$ cat config.mk
export PLATFORM = sky130hd
export DESIGN_NAME = frequency_rank_distinct_core
export DESIGN_NICKNAME = d
export VERILOG_FILES = /design/src/sv/frd_pkg.sv /design/src/sv/frd_datapath.sv /design/src/sv/frd_ctrl.sv /design/src/sv/frequency_rank_distinct_core.sv
export SDC_FILE = /design/constraint.sdc
export NUM_CORES = 2
export LEC_CHECK = 0
export BUFFER_PORTS_ARGS = -buffer_cell sky130_fd_sc_hd__buf_2
export CAP_MARGIN = 20
export CELL_PAD_IN_SITES_DETAIL_PLACEMENT = 0
export CELL_PAD_IN_SITES_GLOBAL_PLACEMENT = 1
export CORE_ASPECT_RATIO = 1.2
export CORE_MARGIN = 8
export CORE_UTILIZATION = 49
export DETAILED_ROUTE_END_ITERATION = 10
export PLACE_DENSITY = 0.74
export SKIP_CTS_REPAIR_TIMING = 1
export SLEW_MARGIN = 25
export SYNTH_ARGS = -nofsm -noshare
export SYNTH_HDL_FRONTEND = slang
export SYNTH_SLANG_ARGS = --single-unit
$ cat constraint.sdc
create_clock -name aclk -period 10.5 [get_ports aclk]
set_input_delay 1.05 -clock aclk [delete_from_list [all_inputs] [get_ports aclk]]
set_output_delay 1.05 -clock aclk [all_outputs]
set_load 0.1 [all_outputs]
$ cat src/sv/frd_pkg.sv
// Shared constants, types and control structs for the frequency ranking block.
`default_nettype none
package frd_pkg;

    localparam int VALUE_RANGE = 64;
    localparam int VALUE_W     = 6;
    localparam int CNT_W       = 8;
    localparam int POS_W       = 7;
    localparam int S_TDATA_W   = 8;
    localparam int M_TDATA_W   = 16;

    localparam logic [CNT_W-1:0] COUNT_MAX = 8'd255;

    typedef enum logic [2:0] {
        ST_LOAD,
        ST_DRAIN,
        ST_SCAN,
        ST_EMIT,
        ST_CLEAR
    } frd_state_t;

    typedef struct packed {
        logic load;
        logic round_start;
        logic scan_en;
        logic emit_done;
        logic clear;
    } frd_cmd_t;

    typedef struct packed {
        logic load_busy;
        logic scan_done;
        logic last_round;
        logic empty;
    } frd_status_t;

endpackage
`default_nettype wire

$ cat src/sv/frd_datapath.sv
// Datapath: histogram and first-seen memories, load pipeline and rank scan.
`default_nettype none
module frd_datapath (
    input  wire                                aclk,
    input  wire                                aresetn,
    input  wire frd_pkg::frd_cmd_t             cmd,
    input  wire logic [frd_pkg::VALUE_W-1:0]   in_value,
    output frd_pkg::frd_status_t               status,
    output logic [frd_pkg::VALUE_W-1:0]        best_value,
    output logic [frd_pkg::CNT_W-1:0]          best_count
);

    logic [frd_pkg::CNT_W-1:0]       hist_mem [frd_pkg::VALUE_RANGE];
    logic [frd_pkg::VALUE_W-1:0]     order_mem [frd_pkg::VALUE_RANGE];

    logic [frd_pkg::VALUE_RANGE-1:0] hist_valid_reg;
    logic [frd_pkg::VALUE_RANGE-1:0] emitted_reg;
    logic [frd_pkg::CNT_W-1:0]       hist_rdata_reg;
    logic [frd_pkg::VALUE_W-1:0]     order_rdata_reg;

    // load pipeline
    logic                            s1_valid_reg;
    logic [frd_pkg::VALUE_W-1:0]     s1_value_reg;
    logic                            fwd_valid_reg;
    logic [frd_pkg::VALUE_W-1:0]     fwd_addr_reg;
    logic [frd_pkg::CNT_W-1:0]       fwd_data_reg;
    logic [frd_pkg::POS_W-1:0]       distinct_reg;

    // scan pipeline
    logic [frd_pkg::POS_W-1:0]       p_reg;
    logic                            a_valid_reg;
    logic [frd_pkg::VALUE_W-1:0]     a_pos_reg;
    logic                            b_valid_reg;
    logic [frd_pkg::VALUE_W-1:0]     b_pos_reg;
    logic [frd_pkg::VALUE_W-1:0]     b_value_reg;
    logic                            found_reg;
    logic [frd_pkg::VALUE_W-1:0]     best_pos_reg;
    logic [frd_pkg::VALUE_W-1:0]     best_value_reg;
    logic [frd_pkg::CNT_W-1:0]       best_count_reg;
    logic [frd_pkg::POS_W-1:0]       k_reg;

    logic [frd_pkg::CNT_W-1:0]       cur_count;
    logic [frd_pkg::CNT_W-1:0]       new_count;
    logic                            issue;
    logic                            cand;
    logic [frd_pkg::VALUE_W-1:0]     hist_raddr;

    assign issue = cmd.scan_en && (p_reg < distinct_reg);
    assign hist_raddr = cmd.load ? in_value : order_rdata_reg;

    always_comb begin
        if (!hist_valid_reg[s1_value_reg]) begin
            cur_count = '0;
        end else if (fwd_valid_reg && (fwd_addr_reg == s1_value_reg)) begin
            cur_count = fwd_data_reg;
        end else begin
            cur_count = hist_rdata_reg;
        end
        new_count = (cur_count < frd_pkg::COUNT_MAX) ? cur_count + 1'b1 : cur_count;
    end

    assign cand = b_valid_reg && !emitted_reg[b_pos_reg];

    // memories
    always_ff @(posedge aclk) begin
        if (cmd.load || a_valid_reg) begin
            hist_rdata_reg <= hist_mem[hist_raddr];
        end
        if (s1_valid_reg) begin
            hist_mem[s1_value_reg] <= new_count;
        end
        if (issue) begin
            order_rdata_reg <= order_mem[p_reg[frd_pkg::VALUE_W-1:0]];
        end
        if (s1_valid_reg && (cur_count == '0)) begin
            order_mem[distinct_reg[frd_pkg::VALUE_W-1:0]] <= s1_value_reg;
        end
    end

    // payload
    always_ff @(posedge aclk) begin
        s1_value_reg <= in_value;
        fwd_addr_reg <= s1_value_reg;
        fwd_data_reg <= new_count;
        a_pos_reg    <= p_reg[frd_pkg::VALUE_W-1:0];
        b_pos_reg    <= a_pos_reg;
        b_value_reg  <= order_rdata_reg;
        if (cand && (!found_reg || (hist_rdata_reg > best_count_reg))) begin
            best_pos_reg   <= b_pos_reg;
            best_value_reg <= b_value_reg;
            best_count_reg <= hist_rdata_reg;
        end
    end

    // control
    always_ff @(posedge aclk) begin
        if (!aresetn) begin
            s1_valid_reg   <= 1'b0;
            fwd_valid_reg  <= 1'b0;
            hist_valid_reg <= '0;
            emitted_reg    <= '0;
            distinct_reg   <= '0;
            p_reg          <= '0;
            a_valid_reg    <= 1'b0;
            b_valid_reg    <= 1'b0;
            found_reg      <= 1'b0;
            k_reg          <= '0;
        end else begin
            s1_valid_reg  <= cmd.load;
            fwd_valid_reg <= s1_valid_reg;
            a_valid_reg   <= issue;
            b_valid_reg   <= a_valid_reg;
            if (s1_valid_reg) begin
                hist_valid_reg[s1_value_reg] <= 1'b1;
                if (cur_count == '0) begin
                    distinct_reg <= distinct_reg + 1'b1;
                end
            end
            if (issue) begin
                p_reg <= p_reg + 1'b1;
            end
            if (cand && (!found_reg || (hist_rdata_reg > best_count_reg))) begin
                found_reg <= 1'b1;
            end
            if (cmd.round_start) begin
                p_reg     <= '0;
                found_reg <= 1'b0;
            end
            if (cmd.emit_done) begin
                emitted_reg[best_pos_reg] <= 1'b1;
                k_reg <= k_reg + 1'b1;
            end
            if (cmd.clear) begin
                hist_valid_reg <= '0;
                emitted_reg    <= '0;
                distinct_reg   <= '0;
                k_reg          <= '0;
            end
        end
    end

    always_comb begin
        status.load_busy  = s1_valid_reg;
        status.scan_done  = (p_reg == distinct_reg) && !a_valid_reg && !b_valid_reg;
        status.last_round = (k_reg == distinct_reg - 1'b1);
        status.empty      = (distinct_reg == '0);
    end

    assign best_value = best_value_reg;
    assign best_count = best_count_reg;

endmodule
`default_nettype wire

$ cat src/sv/frd_ctrl.sv
// Controller: sequences intake, drain, rank rounds, beat output and clear.
`default_nettype none
module frd_ctrl (
    input  wire                        aclk,
    input  wire                        aresetn,
    input  wire                        s_tvalid,
    input  wire                        s_tlast,
    input  wire                        m_tready,
    input  wire frd_pkg::frd_status_t  status,
    output logic                       s_tready,
    output logic                       m_tvalid,
    output frd_pkg::frd_cmd_t          cmd
);

    frd_pkg::frd_state_t state_reg;
    frd_pkg::frd_state_t state_next;

    always_ff @(posedge aclk) begin
        if (!aresetn) begin
            state_reg <= frd_pkg::ST_LOAD;
        end else begin
            state_reg <= state_next;
        end
    end

    always_comb begin
        state_next = state_reg;
        s_tready   = 1'b0;
        m_tvalid   = 1'b0;
        cmd        = '0;
        unique case (state_reg)
            frd_pkg::ST_LOAD: begin
                s_tready = 1'b1;
                cmd.load = s_tvalid;
                if (s_tvalid && s_tlast) begin
                    state_next = frd_pkg::ST_DRAIN;
                end
            end
            frd_pkg::ST_DRAIN: begin
                if (!status.load_busy) begin
                    if (status.empty) begin
                        state_next = frd_pkg::ST_CLEAR;
                    end else begin
                        cmd.round_start = 1'b1;
                        state_next      = frd_pkg::ST_SCAN;
                    end
                end
            end
            frd_pkg::ST_SCAN: begin
                cmd.scan_en = 1'b1;
                if (status.scan_done) begin
                    state_next = frd_pkg::ST_EMIT;
                end
            end
            frd_pkg::ST_EMIT: begin
                m_tvalid = 1'b1;
                if (m_tready) begin
                    cmd.emit_done = 1'b1;
                    if (status.last_round) begin
                        state_next = frd_pkg::ST_CLEAR;
                    end else begin
                        cmd.round_start = 1'b1;
                        state_next      = frd_pkg::ST_SCAN;
                    end
                end
            end
            frd_pkg::ST_CLEAR: begin
                cmd.clear  = 1'b1;
                state_next = frd_pkg::ST_LOAD;
            end
            default: begin
                state_next = frd_pkg::ST_LOAD;
            end
        endcase
    end

endmodule
`default_nettype wire

$ cat src/sv/frequency_rank_distinct_core.sv
// Top level of the frequency ranking block: controller plus datapath.
//
//  channel | dir | tdata (low bit up)                      | tlast
//  s_      | in  | value[5:0], zero pad[7:6]               | last element of set
//  m_      | out | ranked_value[5:0], occurrences[13:6],   | last ranked value
//          |     | zero pad[15:14]                         |
//
// Intake takes one beat per cycle; the histogram read-modify-write is a
// two-stage pipeline with write forwarding.
// After the last beat the load pipeline drains, then for n distinct values
// n rounds run, each a scan through the order and histogram memories
// followed by one output beat; then a clear step.
// Reset is immediate: per-value valid bits, no clearing pass.
// s_tready is low from the last beat until the set is fully emitted and cleared;
// a stalled m_ beat holds the scan.
`default_nettype none
module frequency_rank_distinct_core (
    input  wire                                 aclk,
    input  wire                                 aresetn,
    input  wire                                 s_tvalid,
    output logic                                s_tready,
    input  wire  [frd_pkg::S_TDATA_W-1:0]       s_tdata,   // value[5:0]
    input  wire                                 s_tlast,
    output logic                                m_tvalid,
    input  wire                                 m_tready,
    output logic [frd_pkg::M_TDATA_W-1:0]       m_tdata,   // ranked_value[5:0], occurrences[13:6]
    output logic                                m_tlast
);

    frd_pkg::frd_cmd_t                cmd;
    frd_pkg::frd_status_t             status;
    logic [frd_pkg::VALUE_W-1:0]      best_value;
    logic [frd_pkg::CNT_W-1:0]        best_count;

    frd_ctrl u_ctrl (
        .aclk     (aclk),
        .aresetn  (aresetn),
        .s_tvalid (s_tvalid),
        .s_tlast  (s_tlast),
        .m_tready (m_tready),
        .status   (status),
        .s_tready (s_tready),
        .m_tvalid (m_tvalid),
        .cmd      (cmd)
    );

    frd_datapath u_dp (
        .aclk       (aclk),
        .aresetn    (aresetn),
        .cmd        (cmd),
        .in_value   (s_tdata[frd_pkg::VALUE_W-1:0]),
        .status     (status),
        .best_value (best_value),
        .best_count (best_count)
    );

    assign m_tdata = {{(frd_pkg::M_TDATA_W - frd_pkg::VALUE_W - frd_pkg::CNT_W){1'b0}},
                      best_count, best_value};
    assign m_tlast = status.last_round;

endmodule
`default_nettype wire

==> flow_metrics.tcl <==
set metrics [dict create \
    avgSynthCellArea_um2 15.7 \
    worstHoldPathType "reg -> reg" \
    largest-register "u_dp.hist_mem" \
    wl_per_cell_um 25.4 \
    relSlewSlack_pct 25.6 \
    endpoint_kind "register" \
    grt_usage_pct 20.4 \
    gp_congestion 0.856 \
    vias 24729 \
    num_io_pins 32 \
    cts_root_buf "clkbuf_16" \
    drive_gt1_share_pct 17.2 \
    area_growth_pct 11.1 \
    initial_core_util_pct 49.1 \
    fmax_ghz 0.161 \
    yosysMostFrequentCell "edfxtp_1" \
    cts_tree "done" \
    clk_pin_slew_ns 0.06 \
    period_needed_ns 6.21 \
    ys.flop_type "edfxtp_1" \
    yosysWarnings 0 \
    rsz0062_at_grt "false" \
    via_per_inst 6.02 \
    dieHeight_um 345 \
    ir_drop_mv 0.149 \
    cts.sinks 1125 \
    grt_pass1_wl_mm 156 \
    drt_wl_total_mm 104 \
    synth_top_area_cell "edfxtp_1" \
    ys_seq_area_share_pct 71.8 \
    drv_slew 0 \
    ys_ff_latch 1125 \
    cts_buffers 104 \
    grt_pass1_vias 24600 \
    drtAntennaViolNets 0 \
    postSynth.asyncResetShare_pct 0 \
    dp_hpwl_mm 64.3 \
    path_class "reg -> reg" \
    dp.cells 3912 \
    die_area_um2 100000 \
    holdWs_ns 0.325 \
    worstPathArrival_ns 6.50 \
    start_kind "register" \
    fin_nets 2886 \
    io_buffer_count 27 \
    clk-insertion-delay-late_ns 0.68 \
    first_iter_violations 2429 \
    synth_top_area_share_pct 63.0 \
    finalCritPeriodShare_pct 59.2 \
    coreArea_um2 90200 \
    p_leak_uw 0.0157 \
    antenna_cells 0 \
    power.density_nw_per_um2 185 \
    final_cells 4106 \
    antenna_found_initial 1 \
    syn_inst 2830 \
    skew_ns 0.0230 \
    finalSetupViolCount 0 \
    largest_register_ffs 512 \
    drc 0 \
    std_cell_rows 121 \
    die_w_um 291 \
    cap_violations 0 \
    tns_ns 0 \
    required_ns 10.79 \
    synth_area_leaders "edfxtp_1 63%, mux4_2 10%, dfxtp_1 8.8%, nor2_1 2.7%, nand2_1 2.6%" \
    synth_cell_types 67 \
    htreeDepth 3 \
    finalHoldViolCount 0 \
    tightest_slew_ns 1.11 \
    synth_enable_flop_cells 930 \
    status "completed" \
    first_pass_iters 6 \
    grt_max_degree 103 \
    gr-total-overflow 0 \
    crit_fanout 65 \
    synth_common_cells "930 x edfxtp_1, 315 x nor2_1, 310 x nand2_1" \
    synth.cell_area_um2 44300 \
    clk_path_buf_depth 3 \
]
-- layout by cell type, fill, tap and decap left out, types with 16 or more instances in the layout --
cell type	n
clkinv_2	16
edfxtp_1	930
clkbuf_16	106
a21oi_1	108
nor4_2	21
nand3_1	138
xor2_1	17
a221oi_1	16
buf_2	27
clkinv_1	21
nand2_1	309
mux2i_1	45
buf_4	40
ha_1	22
dfxtp_1	186
a32oi_1	16
a22oi_1	18
nand4_1	38
nor2_1	313
nor3_1	53
a31oi_1	32
mux4_2	206
inv_1	23
o21ai_0	22
clkbuf_1	22
-- layer usage --
layer | vias up | part of all wire (%) | GRT usage, %
li1 | 10920 | - | -
met1 | 12702 | 42 | 28.3
met2 | 957 | 47 | 32.6
met3 | 148 | 7.9 | 4.23
met4 | 2 | 2.4 | 6.04
met5 | - | 0.012 | 0
-- through the flow --
step | area [um2] | setup slack [ns] | total power, uW | util (%)
global route | 49300 | 3.98 | 9360 | 54.6
floorplan | 44300 | 1.92 | 5230 | -
detailed placement | 45700 | 4.38 | 5380 | 50.7
finish | 49300 | 4.29 | 9110 | 54.6
CTS | 49200 | 4.30 | 9160 | 54.5
global placement | 45700 | 4.55 | 5370 | 50.6
-- cells by family after synthesis --
logic type	share of synthesized area, %
buffers and inverters	1.83
muxes	11.8
xor gates and xnor gates	0.534
and+or+nand+nor	10.0
adders and majority gates	0.621
AOI/OAI and AO/OA	3.38
DFF	71.8
other	0.00846
-- cell type report --
cell class	instances	area (um2)
tap	1168	1460
clock inverter	64	697
clock buffer	129	2750
fill	7149	41000
sequential	1125	31900
timing repair buffer	69	483
multi-input combinational	1525	11900
inverter	26	97.6
-- report_power, final --
part	leakage [uW]	total (uW)	internal, uW	switching [uW]
registers	0.0100	4880	4860	27.3
clock network	0.00166	3820	2180	1630
logic	0.00397	406	109	297
total	0.0157	9110	7150	1960
-- worst paths after layout --
check / startpoint / to / slack (ns) / depth (start not counted)
setup reg to reg: u_dp.s1_value_reg[0] / u_dp.order_mem[60][2] / 4.29 / 11
setup / recovery: u_dp.s1_value_reg[0] / u_dp.order_mem[60][2] / 4.29 / 11
hold / removal: u_dp.a_pos_reg[1] / u_dp.b_pos_reg[1] / 0.33 / 0
hold reg to reg: u_dp.a_pos_reg[1] / u_dp.b_pos_reg[1] / 0.33 / 0
-- critical path, cell delays in order, from the launching register on --
cell and delay (ns):
dfxtp_4 0.83, buf_4 0.56, mux4_2 0.55, nor2b_1 0.18, a211oi_1 0.42, a22oi_1 0.25
nor2_1 0.49, or2_2 0.22, ha_1 0.23, and2_1 0.30, nand3_2 0.62, nor3_1 1.08
Power figures use the tool's default switching activity.
